===== src/rtl/core/sts_pkg.sv =====
`timescale 1ns / 1ps
package sts_pkg;

  localparam int MAX_TERMS = 16;

  // angle input, degrees with 6 fraction bits
  localparam int ANG_W = 16;
  localparam int ANGLE_LIMIT = 23040;
  localparam int AMAG_W = 15;

  // degrees to radians: round(pi/180 * 2^32), result rescaled to Q28
  localparam longint DEG2RAD_Q32 = 74961321;
  localparam int K_W = 27;
  localparam int CONV_SHIFT = 10;
  localparam longint CONV_RND = 512;

  // Q28 datapath
  localparam int FRAC = 28;
  localparam longint RND_HALF = 64'd1 << (FRAC - 1);
  localparam int XM_W = 31;
  localparam int X2_W = 34;
  localparam int X2L_W = 17;
  localparam int MAG_W = 35;
  localparam int SUM_W = 37;
  localparam int T_W = 41;
  localparam int QE_W = T_W - 2;
  localparam int RCP_W = T_W - 2;
  localparam int RL_W = 20;
  localparam int D_W = $clog2((2 * MAX_TERMS) * (2 * MAX_TERMS + 1) + 1);

  // configuration
  localparam int THR_W = 16;
  localparam int THR_SHIFT = FRAC - 16;
  localparam int LIM_W = THR_W + THR_SHIFT;
  localparam logic [THR_W-1:0] THR_RESET = 16'd7;
  localparam int CFG_ADDR_W = 3;
  localparam int CFG_DATA_W = 32;
  localparam logic REG_THRESHOLD = 1'b0;

  // result
  localparam int SINE_W = 18;
  localparam int STEPS_W = 5;
  localparam int OUT_SHIFT = FRAC - 16;
  localparam longint ROUND_Q16 = 64'd1 << (OUT_SHIFT - 1);
  localparam longint SINE_ONE = 65536;

  // pipeline depth
  localparam int FRONT_LAT = 3;
  localparam int TERM_LAT = 5;
  localparam int LAT = FRONT_LAT + TERM_LAT * MAX_TERMS + 1;

  typedef struct packed {
    logic                    vld;
    logic                    done;
    logic                    trunc;
    logic                    neg;
    logic [STEPS_W-1:0]      steps;
    logic [MAG_W-1:0]        mag;
    logic [X2_W-1:0]         x2;
    logic signed [SUM_W-1:0] sum;
  } term_t;

  // per-stage constants of one series term
  typedef struct packed {
    logic [D_W-1:0]     dvsr;
    logic [RCP_W-1:0]   recip;
    logic [STEPS_W-1:0] steps;
    logic               last;
  } stage_cfg_t;

endpackage


===== src/rtl/core/sts_front.sv =====
`timescale 1ns / 1ps
module sts_front (
  input  logic                             clk,
  input  logic                             rst,
  input  logic                             take,
  input  logic signed [sts_pkg::ANG_W-1:0] angle_deg,
  output sts_pkg::term_t                   term_out
);
  import sts_pkg::*;

  localparam int CP_W = AMAG_W + K_W;
  localparam int SQ_W = 2 * XM_W;
  localparam logic signed [ANG_W-1:0] ANG_MAX = ANG_W'(ANGLE_LIMIT);
  localparam logic signed [ANG_W-1:0] ANG_MIN = -ANG_W'(ANGLE_LIMIT);

  logic signed [ANG_W-1:0] ang_sat;
  logic [AMAG_W-1:0] amag_next;
  logic [CP_W-1:0] cp2;
  logic [XM_W-1:0] xm_next;
  logic [SQ_W-1:0] sq3;

  logic v1, v2;
  logic neg1, neg2;
  logic [AMAG_W-1:0] amag1;
  logic [XM_W-1:0] xm2;

  always_comb begin
    if (angle_deg > ANG_MAX) begin
      ang_sat = ANG_MAX;
    end else if (angle_deg < ANG_MIN) begin
      ang_sat = ANG_MIN;
    end else begin
      ang_sat = angle_deg;
    end
    amag_next = ang_sat[ANG_W-1] ? AMAG_W'(-ang_sat) : AMAG_W'(ang_sat);
  end

  assign cp2 = CP_W'(amag1) * CP_W'(DEG2RAD_Q32) + CP_W'(CONV_RND);
  assign xm_next = XM_W'(cp2 >> CONV_SHIFT);
  assign sq3 = SQ_W'(xm2) * SQ_W'(xm2) + SQ_W'(RND_HALF);

  always_ff @(posedge clk) begin
    neg1  <= ang_sat[ANG_W-1];
    amag1 <= amag_next;
    neg2  <= neg1;
    xm2   <= xm_next;

    term_out.done  <= 1'b0;
    term_out.trunc <= 1'b0;
    term_out.neg   <= neg2;
    term_out.steps <= '0;
    term_out.mag   <= MAG_W'(xm2);
    term_out.x2    <= X2_W'(sq3 >> FRAC);
    term_out.sum   <= '0;

    v1           <= take;
    v2           <= v1;
    term_out.vld <= v2;
    if (rst) begin
      v1           <= 1'b0;
      v2           <= 1'b0;
      term_out.vld <= 1'b0;
    end
  end

endmodule


===== config.mk =====
export PLATFORM = sky130hd
export DESIGN_NAME = sts_front
export DESIGN_NICKNAME = d
export VERILOG_FILES = /design/src/rtl/core/sts_pkg.sv /design/src/rtl/core/sts_front.sv
export SDC_FILE = /design/constraint.sdc
export NUM_CORES = 2
export LEC_CHECK = 0
export ABC_AREA = 1
export CAP_MARGIN = 20
export CORE_MARGIN = 2
export CORE_UTILIZATION = 62
export CTS_CLUSTER_SIZE = 24
export DETAILED_ROUTE_END_ITERATION = 12
export DONT_BUFFER_PORTS = 1
export PLACE_DENSITY = 0.86
export SLEW_MARGIN = 20
export SYNTH_ARGS = -nofsm -noshare
export SYNTH_HDL_FRONTEND = slang
export SYNTH_SLANG_ARGS = --single-unit

===== constraint.sdc =====
create_clock -name clk -period 9.3 [get_ports clk]
set_clock_uncertainty 0.1 [all_clocks]
set_input_delay 0.465 -clock clk [delete_from_list [all_inputs] [get_ports clk]]
set_output_delay 0.465 -clock clk [all_outputs]
set_load 0.03 [all_outputs]

==> run metrics <==
Ys Warns=0; total CTS buffers=17; post-synth top area cell=fa_1; Die Span Y=approximately 260 um; nets=just over 6,000; Synth area leaders=fa_1, inv_1, ha_1; count of cell types in the netlist=47; crit-path max FO=16; Seq/Total Area, Yosys=0.05969; die area=65,320 um2; via count=around 30,000; status=complete, no violations; Via-to-Cell Ratio=roughly 5.3; CTS tree=yes; mux share of post-synthesis cell area=0; # H-tree levels=4; GP Congestion=around 1; Slew @ Worst Pin=1229 ps; largest net degree at the start of global routing=33; fraction of layout cells with a size suffix above 1=0.02551; Post-synth EDFFs=0; ys async rst share=0; Placed Instances=roughly 5,500; Hold Fails Final Rpt=0; Yosys top cell area share=0.4474; Setup violations, final=0; first-pass GRT wire length=167,800 um; Die X=roughly 260 um; Total Wirelength=103,500 um; fmax=about 120 MHz; minimum clock period=roughly 8000 ps; #FFs+latches synth=between 100 and 150; fin area=about 41,000 um2; simple-gate share of the synthesized area=0.1234; later-pin clock latency in the skew report=around 460 ps; GRT Total Usage=0.3305; DR pass1 iterations=6; post-route ant nets=0; fill count=roughly 5,000; Compound-Gate Fraction of Synth Area=0.04186; commonest non-fill, non-tap cell in the layout=inv_1; FP Rows=92; Tcrit/Tclk final=0.8638; R2R setup slack=about 1300 ps; Worst-path clk slew=70 ps; MaxCap Viol Count=0; clock tree root driver cell=clkbuf_16; number of post-CTS setup repair buffers=0; vias in the first global route=between 30,000 and 40,000; worst hold margin=approximately 27 ps; HPWL after DPL=87,680 um; GRT overflow=0; adder and majority cell fraction of the synthesized area=0.5928; slew margin rel.=0.1799; worst min-delay path class=primary input to flop; Max Slew Vio Count=0; starting density of the core=0.6244; 1st-iter DRT viols=about 2,500; CTS Buffer Depth=2; crit path DAT=between 8000 and 9000 ps; antenna violations before repair=0; Syn-to-layout area delta=3.861%; Post-Layout Cell Count=approximately 5,600; cells after synthesis=~4,700; largest family of logic cells by synthesized area=adder cells; Setup TNS=0 ps; Post-Syn Area=39,240 um2; I/O Pins=about 130; DRC viols=0; required time of the critical path=roughly 9500 ps; Avg WL per Cell=about 19 um; Core Footprint=between 60,000 and 70,000 um2; RSZ-0062 raised after global routing=false; CP endpoint kind=flop; clk sink count=roughly 120; port bufs=0; Worst setup SP type=flop; most frequent cells in the layout=inv_1, fa_1, nand2_1; commonest register cell after synthesis=dfxtp_1; Post-Synth XOR/XNOR Area=0.01540; Area after DPL=~40,000 um2; Synth Area per Inst=8.323 um2; critical path class=flop to flop
## synthesized netlist by cell type (2+ instances only)
cell type and instances:
buf_1 12, o21bai_1 17, nor3_1 22, nor2_1 249
nand3b_1 2, clkbuf_1 83, nor4_2 2, buf_4 49
or2_2 2, nor4_1 4, nand3_1 79, o21ai_2 8
dfxtp_1 117, o21ai_0 80, inv_1 1540, xnor2_1 17
nand4_1 15, nand3_2 3, nand2_2 5, a31oi_1 9
inv_2 4, a21o_1 19, nand2_1 828, a21oi_1 127
nor2_2 2, o211ai_1 4, ha_1 456, xor2_1 52
a21boi_0 7, o21ai_1 6, fa_1 877, o21a_1 3
## critical path, stage by stage, from the launching register on
cell     delay [ps]
dfxtp_1        1140
buf_4           350
nand2_1         130
fa_1            520
inv_1            50
fa_1            500
inv_1            50
fa_1            460
fa_1            520
inv_1            60
fa_1            550
fa_1            430
fa_1            520
inv_1            50
fa_1            490
inv_1            50
ha_1            360
nand2_1         150
nor2_1          200
inv_1            80
nor2_1          200
inv_1            80
nor3_1          200
a21oi_1         210
xnor2_1         430
## sequential cells by signal, indices dropped and copies added, names as in the netlist
register,count
neg2,1
xm2,31
term_out,67
amag1,15
v1,1
v2,1
neg1,1
## routing by layer
metal | vias to the layer above | track usage | routed length [um] | part of all wire
li1 | 13340 | - | - | -
met1 | 14620 | 0.4204 | 39230 | 0.38
met2 | 1402 | 0.5438 | 48620 | 0.47
met3 | 331 | 0.06843 | 9793 | 0.095
met4 | 0 | 0.1568 | 5804 | 0.056
met5 | - | 0 | 0 | 0
## final timing paths
kind,startpoint,to,depth (start not counted)
hold / removal,take,v1$_SDFF_PP0_,2
setup / recovery,xm2[14]$_DFF_P_,term_out[40]$_DFF_P_,24
setup reg to reg,xm2[14]$_DFF_P_,term_out[40]$_DFF_P_,24
hold reg to reg,neg1$_DFF_P_,neg2$_DFF_P_,0
## layout make-up
type | count | area, um2 | area share
Multi-Input combinational cell | 2955 | 30530 | 0.7491
Clock inverter | 14 | 137.6 | 0.003377
Timing Repair Buffer | 56 | 447.9 | 0.01099
Sequential cell | 117 | 2346 | 0.05756
Inverter | 1544 | 5796 | 0.1422
Tap cell | 846 | 1059 | 0.02597
Antenna cell | 1 | 2.502 | 0.00006140
Clock buffer | 18 | 439.2 | 0.01078
## logic make-up (layout without fill, tap and decap cells)
kind of cell	after synthesis	after routing
flops	117	117
xor+xnor	69	69
fa+ha+maj	1333	1333
other cells	1	49
compound gates	287	287
buf+inv	1690	1632
simple gates	1218	1218
## metrics by stage
step / utilization / worst slack [ps]
finish: 0.6485 / 1267
global placement: 0.6391 / 1456
detailed placement: 0.6391 / 1422
CTS: 0.6485 / 1387
floorplan: - / 2619
global route: 0.6485 / 1044
## repair_timing
action                                 CTS  global route
hold buffers                             1             0
gates resized for setup                  0             0
endpoints found under the hold margin    3             0
Power is left out: the tool's default activity adds up to more than one toggle a clock period on the data nets, which glitch-free logic cannot reach.
