--- config.mk ---
export PLATFORM = sky130hd
export DESIGN_NAME = sts_out
export DESIGN_NICKNAME = d
export VERILOG_FILES = /design/src/rtl/core/sts_pkg.sv /design/src/rtl/core/sts_out.sv
export SDC_FILE = /design/constraint.sdc
export NUM_CORES = 1
export LEC_CHECK = 0
export BUFFER_PORTS_ARGS = -buffer_cell sky130_fd_sc_hd__buf_2
export CAP_MARGIN = 20
export CORE_ASPECT_RATIO = 0.7
export CORE_UTILIZATION = 45
export CTS_BUF_LIST = sky130_fd_sc_hd__clkbuf_4
export CTS_CLUSTER_SIZE = 28
export DETAILED_ROUTE_END_ITERATION = 10
export HOLD_SLACK_MARGIN = 0.1
export PLACE_DENSITY_LB_ADDON = 0.2
export SETUP_SLACK_MARGIN = 0.15
export SLEW_MARGIN = 20
export SYNTH_ARGS = -nofsm -noshare
export SYNTH_HDL_FRONTEND = slang
export SYNTH_SLANG_ARGS = --single-unit
--- constraint.sdc ---
create_clock -name clk -period 18.15 [get_ports clk]
set_input_delay 0.9075 -clock clk [delete_from_list [all_inputs] [get_ports clk]]
set_output_delay 0.9075 -clock clk [all_outputs]
set_load 0.05 [all_outputs]
--- src/rtl/core/sts_pkg.sv ---
`timescale 1ns / 1ps
package sts_pkg;

  localparam int MAX_TERMS = 16;

  // angle input, degrees with 6 fraction bits
  localparam int ANG_W = 16;
  localparam int ANGLE_LIMIT = 23040;
  localparam int AMAG_W = 15;

  // degrees to radians: round(pi/180 * 2^32), result rescaled to Q28
  localparam longint DEG2RAD_Q32 = 74961321;
  localparam int K_W = 27;
  localparam int CONV_SHIFT = 10;
  localparam longint CONV_RND = 512;

  // Q28 datapath
  localparam int FRAC = 28;
  localparam longint RND_HALF = 64'd1 << (FRAC - 1);
  localparam int XM_W = 31;
  localparam int X2_W = 34;
  localparam int X2L_W = 17;
  localparam int MAG_W = 35;
  localparam int SUM_W = 37;
  localparam int T_W = 41;
  localparam int QE_W = T_W - 2;
  localparam int RCP_W = T_W - 2;
  localparam int RL_W = 20;
  localparam int D_W = $clog2((2 * MAX_TERMS) * (2 * MAX_TERMS + 1) + 1);

  // configuration
  localparam int THR_W = 16;
  localparam int THR_SHIFT = FRAC - 16;
  localparam int LIM_W = THR_W + THR_SHIFT;
  localparam logic [THR_W-1:0] THR_RESET = 16'd7;
  localparam int CFG_ADDR_W = 3;
  localparam int CFG_DATA_W = 32;
  localparam logic REG_THRESHOLD = 1'b0;

  // result
  localparam int SINE_W = 18;
  localparam int STEPS_W = 5;
  localparam int OUT_SHIFT = FRAC - 16;
  localparam longint ROUND_Q16 = 64'd1 << (OUT_SHIFT - 1);
  localparam longint SINE_ONE = 65536;

  // pipeline depth
  localparam int FRONT_LAT = 3;
  localparam int TERM_LAT = 5;
  localparam int LAT = FRONT_LAT + TERM_LAT * MAX_TERMS + 1;

  typedef struct packed {
    logic                    vld;
    logic                    done;
    logic                    trunc;
    logic                    neg;
    logic [STEPS_W-1:0]      steps;
    logic [MAG_W-1:0]        mag;
    logic [X2_W-1:0]         x2;
    logic signed [SUM_W-1:0] sum;
  } term_t;

  // per-stage constants of one series term
  typedef struct packed {
    logic [D_W-1:0]     dvsr;
    logic [RCP_W-1:0]   recip;
    logic [STEPS_W-1:0] steps;
    logic               last;
  } stage_cfg_t;

endpackage

--- src/rtl/core/sts_out.sv ---
`timescale 1ns / 1ps
module sts_out (
  input  logic                              clk,
  input  logic                              rst,
  input  sts_pkg::term_t                    term_in,
  output logic                              done,
  output logic signed [sts_pkg::SINE_W-1:0] sine_value,
  output logic [sts_pkg::STEPS_W-1:0]       steps,
  output logic                              truncated
);
  import sts_pkg::*;

  localparam int SM_W = SUM_W + 1;
  localparam int RND_W = SM_W - OUT_SHIFT;

  logic [SUM_W-1:0] sm;
  logic [RND_W-1:0] r, rs;
  logic [SINE_W-1:0] sine_next;

  always_comb begin
    sm = term_in.sum[SUM_W-1] ? SUM_W'(-term_in.sum) : SUM_W'(term_in.sum);
    r  = RND_W'((SM_W'(sm) + SM_W'(ROUND_Q16)) >> OUT_SHIFT);
    rs = (r > RND_W'(SINE_ONE)) ? RND_W'(SINE_ONE) : r;
    sine_next = term_in.sum[SUM_W-1] ? -SINE_W'(rs) : SINE_W'(rs);
  end

  always_ff @(posedge clk) begin
    sine_value <= sine_next;
    steps      <= term_in.steps;
    truncated  <= term_in.trunc;
    done       <= term_in.vld;
    if (rst) begin
      done <= 1'b0;
    end
  end

endmodule

==> results of run 1 <==
metal layers:
| layer | vias up | track usage, % | share of wire (%) | routed length, um |
|---|---|---|---|---|
| li1 | 1603 | - | - | - |
| met1 | 1386 | 33.19 | 55 | 4066 |
| met2 | 124 | 29.55 | 39 | 2887 |
| met3 | 0 | 1.001 | 5.8 | 431 |
| met4 | 0 | 3.268 | 0 | 0 |
| met5 | - | 0 | 0 | 0 |
flip-flops by register name, indices dropped and copies added (netlist names):
| register | count |
|---|---|
| done | 1 |
| sine_value | 18 |
| truncated | 1 |
| steps | 5 |
power by group through the flow:
| stage | clock, W | combinational [W] | sequential, W |
|---|---|---|---|
| 6_report | 0.0000236 | 0.0000599 | 0.0000561 |
| 5_1_grt | 0.0000263 | 0.0000658 | 0.0000563 |
| 4_1_cts | 0.0000250 | 0.0000591 | 0.0000561 |
| 3_5_place_dp | 0 | 0.0000589 | 0.0000574 |
| 3_3_place_gp | 0 | 0.0000581 | 0.0000574 |
| 2_1_floorplan | 0 | 0.0000397 | 0.0000614 |
metrics by stage:
stage | total power (W) | std cells | hold slack [ps] | area (um2) | setup slack, ps
2_1_floorplan | 0.0001011 | 399 | 935.2 | 2999 | 11290
3_3_place_gp | 0.0001155 | 536 | 1010 | 3312 | 11150
3_5_place_dp | 0.0001163 | 536 | 1012 | 3312 | 11080
4_1_cts | 0.0001403 | 540 | 685.2 | 3342 | 11390
5_1_grt | 0.0001484 | 540 | 684.7 | 3342 | 10870
6_report | 0.0001396 | 540 | 704.3 | 3342 | 11300
cells in the mapped netlist (3+ instances only):
cell / n / area [um2]
o21ai_1: 4 / 20.02
or4_1: 5 / 37.54
nand3_1: 16 / 80.08
dfxtp_1: 25 / 500.5
a21oi_1: 11 / 55.05
o211ai_1: 8 / 60.06
buf_6: 6 / 67.56
nor2b_1: 3 / 18.77
and3_1: 3 / 18.77
xnor2_1: 22 / 192.7
nor4_4: 3 / 63.81
inv_1: 12 / 45.04
nand3b_1: 5 / 37.54
o41ai_1: 3 / 26.28
nand4_1: 14 / 87.58
nor4_1: 7 / 43.79
o31a_1: 4 / 35.03
clkbuf_1: 12 / 45.04
buf_1: 3 / 11.26
nand2_1: 31 / 116.4
a21o_1: 3 / 22.52
a211oi_1: 6 / 45.04
xor2_1: 17 / 148.9
nor3_1: 15 / 75.07
o31ai_1: 9 / 67.56
nand2b_1: 6 / 37.54
a31oi_1: 9 / 56.30
and3_2: 3 / 22.52
or3_1: 6 / 37.54
nor2_1: 37 / 138.9
nor3_2: 3 / 30.03
o21ai_0: 22 / 110.1
final timing paths:
kind                         end  slack [ps]  depth (start not counted)
setup / recovery  sine_value[12]       11300                         24
hold / removal          steps[4]         700                          1
logic make-up after synthesis:
group	Yosys count
flip-flops	25
AND/OR/NAND/NOR	184
buffers and inverters	40
AO/OA/AOI/OAI	106
adder cells (fa/ha/maj)	2
multiplexers	3
XOR/XNOR	39
layout make-up:
type	count	area share, %
timing repair buffer	72	10.93
sequential	25	14.98
inverter	14	1.572
clock buffer	4	0.8985
multi-input combinational	334	68.21
tap	91	3.407
==> out/metrics.yaml, run 1 <==
fin_util_pct: 52.74
max_freq_ghz: 0.1459
required_ps: 18340
vias: 3113
hold_violations: 0
drive_above_1_share_pct: 25.17
final_cell_mix: "buf_2, nor2_1, nand2_1, dfxtp_1"
cts-hold-fix-buffers: 0
leakagePower_nw: 1.270
p_comb_share_pct: 42.9
crit_type: "in2reg"
antenna_found_initial: 0
core.rowCount: 24
finalMaxSlewViolations: 0
p_seq_share_pct: 40.2
grt_remaining_overflow: 0
final_common_cell: "buf_2"
cts_buffers: 3
swShare_pct: 37.62
synth-simple-area-share_pct: 37.38
design.die.area_um2: 7001
remaining_drc_errors: 0
port_buffers: 70
n_fill_cell: 641
internal_power_w: 0.00008708
synthToLayoutAreaGrowth_pct: 11.43
yosysWarnings: 0
firstDrtPassIters: 5
drv_cap: 0
synth_compound_area_share_pct: 25.37
fin_crit_sh_pct: 37.76
path_buf_inv: 3
hold_start: "term_in[110]"
synth_xor_area_share_pct: 11.39
synthMuxAreaShare_pct: 1.043
seqCellArea_um2: 500.5
cts-resized-gates: 0
via_per_inst: 5.765
clk_pin_slew_ps: 110
status: "finished clean"
cp-start-kind: "input port"
initial_core_util_pct: 47.33
pwr-share-clk_pct: 16.9
antenna_left: 0
grt.total_usage_pct: 20.50
synth.avg_cell_area_um2: 7.517
syn-cell-area_um2: 2999
async_reset_ff_share_pct: 0
fin_crit_ps: 6853
netlist_instances: 399
synth_top_family_by_area: "simple AND/OR/NAND/NOR gates"
ys_seq_area_share_pct: 16.69
synth.distinct_cells: 85
chipWidth_um: 99.58
cp-end-kind: "register"
chipHeight_um: 70.31
synthesis.nets: 518
worst_pin_slew_ps: 884.6
tns_ps: 0
place_congestion: 0.8726
cp.arrival_ps: 7050
grt_pass1_vias: 2541
cts_root_buffer: "clkbuf_4"
cts_setup_buffers: 0
synth_adder_area_share_pct: 0.8344
clockBufferDepth: 2
place_hpwl_um: 5724
ir_drop_mv: 0.02069
grt_pass1_wl_um: 12050
hold_path.class: "in2reg"
synth_edf_count: 0
crit_fanout: 26
finalNetCount: 569
setup_violations: 0
multi_input_area_um2: 2280
clock-sinks: 25
max_slew_margin_pct: 40.77
rsz0062_at_grt: "false"
wl_um: 7385
power.density_nw_per_um2: 41.77
crit_start: "term_in[4]"
crit_path_cell_trace: "buf_2 -> nor4_4 -> nand4_4 -> o21ai_0 -> xnor2_1 -> ha_1 -> inv_1 -> nor2_1 -> a211o_1 -> nand3_1 -> xor2_1 -> or2b_1 -> or4_1 -> or4b_4 -> o31ai_4 -> and3_2 -> inv_2 -> ha_1 -> o2111ai_1 -> or4_1 -> nor2_1 -> o21a_1 -> o211ai_1 -> o21ai_1"
critPathTopFamily: "simple AND/OR/NAND/NOR gates"
h-tree-depth: 1
grt_max_degree: 70
net-switching-power_w: 0.00005251
critical_path.slowest_cell: "or4b_4"
cpPeakStageDelay_ps: 600
tritoncts: "built"
io_pins: 142
drt-initial-drc-count: 221
fp.coreArea_um2: 6336
ys.flop_type: "dfxtp_1"
ys_ff_latch: 25
drt-wirelength-per-cell_um: 13.68
diodes: 0
No activity file was read; power rests on OpenSTA's default activity.
==> inputs of run 2 (changes only) <==
--- a/config.mk
+++ b/config.mk
@@ -5,6 +5,7 @@
 export SDC_FILE = /design/constraint.sdc
 export NUM_CORES = 1
 export LEC_CHECK = 0
+export ABC_AREA = 1
 export BUFFER_PORTS_ARGS = -buffer_cell sky130_fd_sc_hd__buf_2
 export CAP_MARGIN = 20
 export CORE_ASPECT_RATIO = 0.7
==> constraint.sdc (replaced) <==
create_clock -name clk -period 6.4 [get_ports clk]
set_input_delay 0.32 -clock clk [delete_from_list [all_inputs] [get_ports clk]]
set_output_delay 0.32 -clock clk [all_outputs]
set_load 0.05 [all_outputs]
==> run 2 against run 1 <==
- area after synthesis up 2.3%
- utilization up 3.2 points
- routed wire length up 14%
- clock power rose to 2.8 times the previous value
- worst setup slack worse by 8800 ps
- sequential power rose to 2.9 times the previous value
- synthesized cell count up 45%
- first-iteration DRC count up 3.2%
- sequential share of layout area down 0.98 points
- worst hold slack worse by 560 ps
- global-route usage up 3.8 points
- critical path type unchanged
- largest cell class unchanged
- highest routed layer unchanged
==> out/metrics.yaml, run 2 <==
synthesis.nets: 698  # +35%
holdPathStages: 2  # +1
place_area_um2: 3488  # +5.3%
setup_slack_ps: 2516  # -8782 ps
internal_power_w: 0.0002344  # +170%
wl_um: 8434  # +14%
met1_length_um: 4211  # +3.6%
netlist_instances: 579  # +45%
finalNetCount: 772  # +36%
fin_crit_ps: 3884
hold_start: "rst"
holdPathEnd: "done"
status: "finished clean"
fp.coreArea_um2: 6396  # +0.95%
final_cell_mix: "nand2_1, nor2_1, buf_2, inv_1, nand3_1"
yosysMostFrequentCell: "nand2_1"
via_per_inst: 5.061  # -12%
grt_remaining_overflow: 0  # unchanged
leakagePower_nw: 1.952  # +54%
initial_core_util_pct: 47.97  # +0.63 points
synth_common_cells: "nand2_1, nor2_1, inv_1"
p_seq_share_pct: 40.7  # +0.5 points
h-tree-depth: 1  # unchanged
ys.flop_type: "dfxtp_1"
seqCellArea_um2: 500.5  # unchanged
design.die.area_um2: 7157  # +2.2%
final_common_cell: "nand2_1"
synth.distinct_cells: 32  # -62%
max_freq_ghz: 0.2574
remaining_drc_errors: 0  # unchanged
ys_seq_area_share_pct: 16.31  # -0.37 points
top_layer_used: "met3"
multi_input_area_um2: 2262  # -0.77%
top_register: "sine_value"
chipWidth_um: 100.7  # +1.1%
antenna_left: 0  # unchanged
finalMaxSlewViolations: 0  # unchanged
core.rowCount: 24  # unchanged
stdcell_area_um2: 3576  # +7.0%
wl_met3_um: 797  # +85%
pwr-share-clk_pct: 17.0  # about the same
drive_above_1_share_pct: 18.40  # -6.8 points
clock-sinks: 25  # unchanged
net-switching-power_w: 0.0001623  # +210%
grt.total_usage_pct: 24.26  # +3.8 points
drv_cap: 0  # unchanged
clk_pin_slew_ps: 130  # +20 ps
synth_top_area_share_pct: 27.90  # +11 points
cts_root_buffer: "clkbuf_4"
cp-start-kind: "input port"
netlist_top_cells_area: "nand2_1, dfxtp_1, nor2_1"
grt_max_degree: 56  # -20%
cp.arrival_ps: 4100  # -2950 ps
tritoncts: "built"
synth_top_area_cell: "nand2_1"
dr_wl_met2_um: 3424  # +19%
pre_cts_ws_ps: 2213  # -8866 ps
synth.avg_cell_area_um2: 5.299  # -30%
power.density_nw_per_um2: 110.9  # +170%
swShare_pct: 40.90  # +3.3 points
setup_violations: 0  # unchanged
rsz0062_at_grt: "false"
n_fill_cell: 691  # +7.8%
io_pins: 142  # unchanged
cp-end-kind: "register"
place_congestion: 0.9034  # +3.5%
cts_buffers: 3  # unchanged
worst_pin_slew_ps: 1004  # +119.7 ps
largest_reg_flops: 18  # unchanged
clockBufferDepth: 2  # unchanged
syn-cell-area_um2: 3068  # +2.3%
port_buffers: 70  # unchanged
chipHeight_um: 71.08  # +1.1%
p_comb_share_pct: 42.3  # -0.6 points
drt-initial-drc-count: 228  # +3.2%
antenna_found_initial: 0  # unchanged
cts-resized-gates: 0  # unchanged
crit_type: "in2reg"
place_hpwl_um: 6986  # +22%
fin_crit_sh_pct: 60.69
drt-wirelength-per-cell_um: 11.35  # -17%
ys_ff_latch: 25  # unchanged
hold_violations: 0  # unchanged
crit_fanout: 55  # +110%
hold_path.class: "in2reg"
hold_ws_ps: 140.7  # -563.7 ps
tns_ps: 0  # unchanged
grt_pass1_vias: 3170  # +25%
async_reset_ff_share_pct: 0  # unchanged
required_ps: 6620  # -11,720 ps
max_slew_margin_pct: 33.05  # -7.7 points
synth_edf_count: 0  # unchanged
diodes: 0  # unchanged
firstDrtPassIters: 7  # +2
top_regs: "sine_value x18, steps x5"
ir_drop_mv: 0.08881  # +330%
grt_pass1_wl_um: 14100  # +17%
vias: 3760  # +21%
yosysWarnings: 0  # unchanged
synthToLayoutAreaGrowth_pct: 16.56
[run 2: worst max-delay path by stage]
| stage | start | end | slack, ps |
|---|---|---|---|
| floorplan | term_in[9] | sine_value[12] | 3110 |
| global placement | term_in[36] | sine_value[12] | 2320 |
| detailed placement | term_in[36] | sine_value[14] | 2210 |
| CTS | term_in[36] | sine_value[14] | 2560 |
| global route | term_in[36] | sine_value[14] | 2050 |
| finish | term_in[36] | sine_value[10] | 2520 |
[run 2: kinds of logic (layout without fill, tap and decap cells)]
kind of cell,Yosys count,count (layout),share of synthesized area [%]
compound gates,33,33,6.403
xor+xnor,10,10,2.855
fa+ha+maj,2,2,0.8155
buf+inv,76,149,9.951
flops,25,25,16.31
simple gates,433,433,63.66
[run 2: layout make-up]
type | instances | area share (%)
clock buffers | 3 | 0.6298
well taps | 91 | 3.184
multi-input cells | 478 | 63.26
repair buffers | 76 | 11.48
clock inverters | 1 | 0.1400
flip-flops and latches | 25 | 14.00
inverters | 69 | 7.313
[run 2: power by group through the flow]
stage | Combinational (W) | Sequential [W] | Clock (W)
2_1_floorplan | 0.000101 | 0.000183 | 0
3_3_place_gp | 0.000161 | 0.000165 | 0
3_5_place_dp | 0.000163 | 0.000165 | 0
4_1_cts | 0.000167 | 0.000162 | 0.0000701
5_1_grt | 0.000190 | 0.000162 | 0.0000772
6_report | 0.000168 | 0.000161 | 0.0000672
[run 2: what timing repair did]
action | 4_1_cts | 5_1_grt
endpoints found under the hold margin | 6 | 0
hold buffers | 6 | 0
setup buffers | 0 | 0
[run 2: worst max-delay path, stage by stage]
cell     delay, ps
buf_2          750
nand2_1        310
nand2_1        130
nand2_1        100
ha_1           240
inv_1           80
nand3_1        100
nand2_1         80
nand2_1         50
nor2_2         130
nand2_1         60
nor2_1         130
nand2_1        100
nor2_1          90
nand3_1         80
nand2_2        180
nand2_4        120
inv_4          160
nand3_1        110
ha_1           210
nand2_1        110
nor2_2          70
nand2_1        100
nand2_2         90
xor2_1         180
[run 2: stage by stage]
stage                     power (W)  utilization (%)  cells
after floorplan           0.0002843                -    579
after global placement    0.0003255            54.54    733
after detailed placement  0.0003285            54.54    733
after CTS                 0.0003984            55.91    743
after global routing      0.0004290            55.91    743
final                     0.0003967            55.91    743
[run 2: routing by layer]
layer | up-vias | track usage, %
met5 | - | 0
met2 | 141 | 36.61
met3 | 0 | 5.138
met4 | 0 | 0.4831
met1 | 1643 | 37.07
li1 | 1976 | -
==> inputs of run 3 (changes only) <==
--- a/config.mk
+++ b/config.mk
@@ -5,11 +5,11 @@
 export SDC_FILE = /design/constraint.sdc
 export NUM_CORES = 1
 export LEC_CHECK = 0
-export ABC_AREA = 1
+export ABC_AREA = 0
 export BUFFER_PORTS_ARGS = -buffer_cell sky130_fd_sc_hd__buf_2
 export CAP_MARGIN = 20
 export CORE_ASPECT_RATIO = 0.7
-export CORE_UTILIZATION = 45
+export CORE_UTILIZATION = 44
 export CTS_BUF_LIST = sky130_fd_sc_hd__clkbuf_4
 export CTS_CLUSTER_SIZE = 28
 export DETAILED_ROUTE_END_ITERATION = 10
==> constraint.sdc (replaced) <==
create_clock -name clk -period 3.3 [get_ports clk]
set_input_delay 0.165 -clock clk [delete_from_list [all_inputs] [get_ports clk]]
set_output_delay 0.165 -clock clk [all_outputs]
set_load 0.05 [all_outputs]
==> run 3 against run 2 <==
- the flow now finishes with violations (negative setup slack)
- global-route usage increased by 4.5 points
- first-iteration DRC count increased by 9.2%
- combinational power increased to 3.1 times the previous value
- sequential power increased by 92%
- cell count decreased by 5.8%
- utilization increased by 21 points
- highest routed layer is now met4
- non-clock buffer count increased by 156
- die area about the same
- via count increased by 5.4%
- sequential cell count unchanged
- sequential share of layout area decreased by 3.8 points
==> out/metrics.yaml, run 3 (synthesis results as in run 1) <==
initial_core_util_pct: 46.89  # -1.1 points
wl_um: 10520  # +25%
final_common_cell: "buf_4"
power.density_nw_per_um2: 196.7  # +77%
largest_reg_flops: 18  # unchanged
cpPeakStageDelay_ps: 550  # -200 ps
antenna_found_initial: 0  # unchanged
finalMaxSlewViolations: 0  # unchanged
setup_slack_ps: -1152  # -3668 ps
diodes: 0  # unchanged
clk_pin_slew_ps: 130  # about the same
grt_pass1_vias: 3659  # +15%
max_freq_ghz: 0.2246
cts_buffers: 3  # unchanged
grt_pass1_wl_um: 16750  # +19%
p_comb_share_pct: 54.8  # +12 points
setup_violations: 18  # +18
drt-wirelength-per-cell_um: 15.03  # +32%
remaining_drc_errors: 0  # unchanged
drive_above_1_share_pct: 50.57  # +32 points
hold_ws_ps: 424.7  # +284.0 ps
core.rowCount: 24  # unchanged
hold_violations: 0  # unchanged
required_ps: 3530  # -3090 ps
fp.coreArea_um2: 6396  # unchanged
chipHeight_um: 71.08  # about the same
cp.arrival_ps: 4680  # +580 ps
cp-end-kind: "register"
tritoncts: "built"
critPathTopFamily: "simple AND/OR/NAND/NOR gates"
hold_path.class: "in2reg"
rsz0062_at_grt: "true"
h-tree-depth: 1  # unchanged
pwr-share-clk_pct: 13.1  # -3.9 points
cp-start-kind: "input port"
fin_crit_ps: 4452
ir_drop_mv: 0.1473  # +66%
max_slew_margin_pct: 60.05  # +27 points
chipWidth_um: 100.7  # about the same
power_w: 0.0009637  # +140%
leakagePower_nw: 2.132  # +9.2%
holdPathStages: 4  # +2
grt.total_usage_pct: 28.73  # +4.5 points
synthToLayoutAreaGrowth_pct: 63.37
critical_path.slowest_cell: "or4b_4"
crit_type: "in2reg"
place_hpwl_um: 7901  # +13%
drv_cap: 0  # unchanged
fin_crit_sh_pct: 134.9
p_seq_share_pct: 32.1  # -8.6 points
finalNetCount: 729  # -5.6%
io_pins: 142  # unchanged
clockBufferDepth: 2  # unchanged
status: "finished with violations"
top_regs: "sine_value x18, steps x5"
port_buffers: 70  # unchanged
vias: 3964  # +5.4%
grt_remaining_overflow: 0  # unchanged
path_buf_inv: 3  # unchanged
internal_power_w: 0.0006023  # +160%
violations: "negative setup slack"
firstDrtPassIters: 7  # unchanged
final_cell_mix: "buf_4, buf_2, nor2_1, nand2_1, dfxtp_1"
grt_max_degree: 28  # -50%
place_congestion: 0.9575  # +6.0%
design.die.area_um2: 7156  # about the same
via_per_inst: 5.663  # +12%
cts_root_buffer: "clkbuf_4"
swShare_pct: 37.50  # -3.4 points
top_register: "sine_value"
drt-initial-drc-count: 249  # +9.2%
antenna_left: 0  # unchanged
crit_cells: 25  # unchanged
net-switching-power_w: 0.0003614  # +120%
worst_pin_slew_ps: 594.6  # -409.6 ps
crit_fanout: 5  # -91%
clock-sinks: 25  # unchanged
==> run 3: layer usage <==
metal / vias up / GRT usage [%] / routed length, um
met1: 1850 / 39.31 / 4751
met5: - / 0 / 0
met2: 187 / 49.24 / 4898
met4: 0 / 4.831 / 98
li1: 1909 / - / -
met3: 18 / 3.458 / 774
==> run 3: timing repair <==
action	CTS	global route
hold endpoints to repair	7	0
pin swaps	13	18
buffers inserted	9	7
endpoints found under the setup margin	18	18
hold buffers	8	0
resized for setup	25	26
==> run 3: worst min-delay path: stages <==
cell and delay, ps:
buf_2 100, xnor2_1 190, nor3b_4 70, and3_4 180
==> run 3: final cells by class <==
class	count	area, um2
Clock buffer	3	22.52
Clock inverter	1	5.005
Fill cell	485	1496
Inverter	14	62.56
Multi-Input combinational cell	334	2532
Sequential cell	25	500.5
Tap cell	91	113.9
Timing Repair Buffer	232	1663
==> run 3: per-stage QoR <==
step,instances,utilization (%),instance area [um2],worst slack [ps],TNS [ps]
after global placement,672,69.70,4458,-1419,-17770
after CTS,693,74.18,4745,-1090,-11920
after detailed placement,672,69.70,4458,-1654,-19280
after global routing,700,76.60,4900,-1380,-15880
after floorplan,399,-,3161,-1613,-18800
final,700,76.60,4900,-1152,-12790
==> run 3: power groups by stage <==
stage	logic [W]	registers [W]	clock network (W)
floorplan	0.000240	0.000338	0
global placement	0.000462	0.000316	0
detailed placement	0.000472	0.000316	0
CTS	0.000499	0.000309	0.000127
global route	0.000565	0.000310	0.000134
finish	0.000528	0.000309	0.000126
==> run 3: path summary, 6_finish.rpt <==
kind	startpoint	to	slack [ps]
setup / recovery	term_in[5]	sine_value[16]	-1150
hold / removal	term_in[34]	sine_value[0]	420
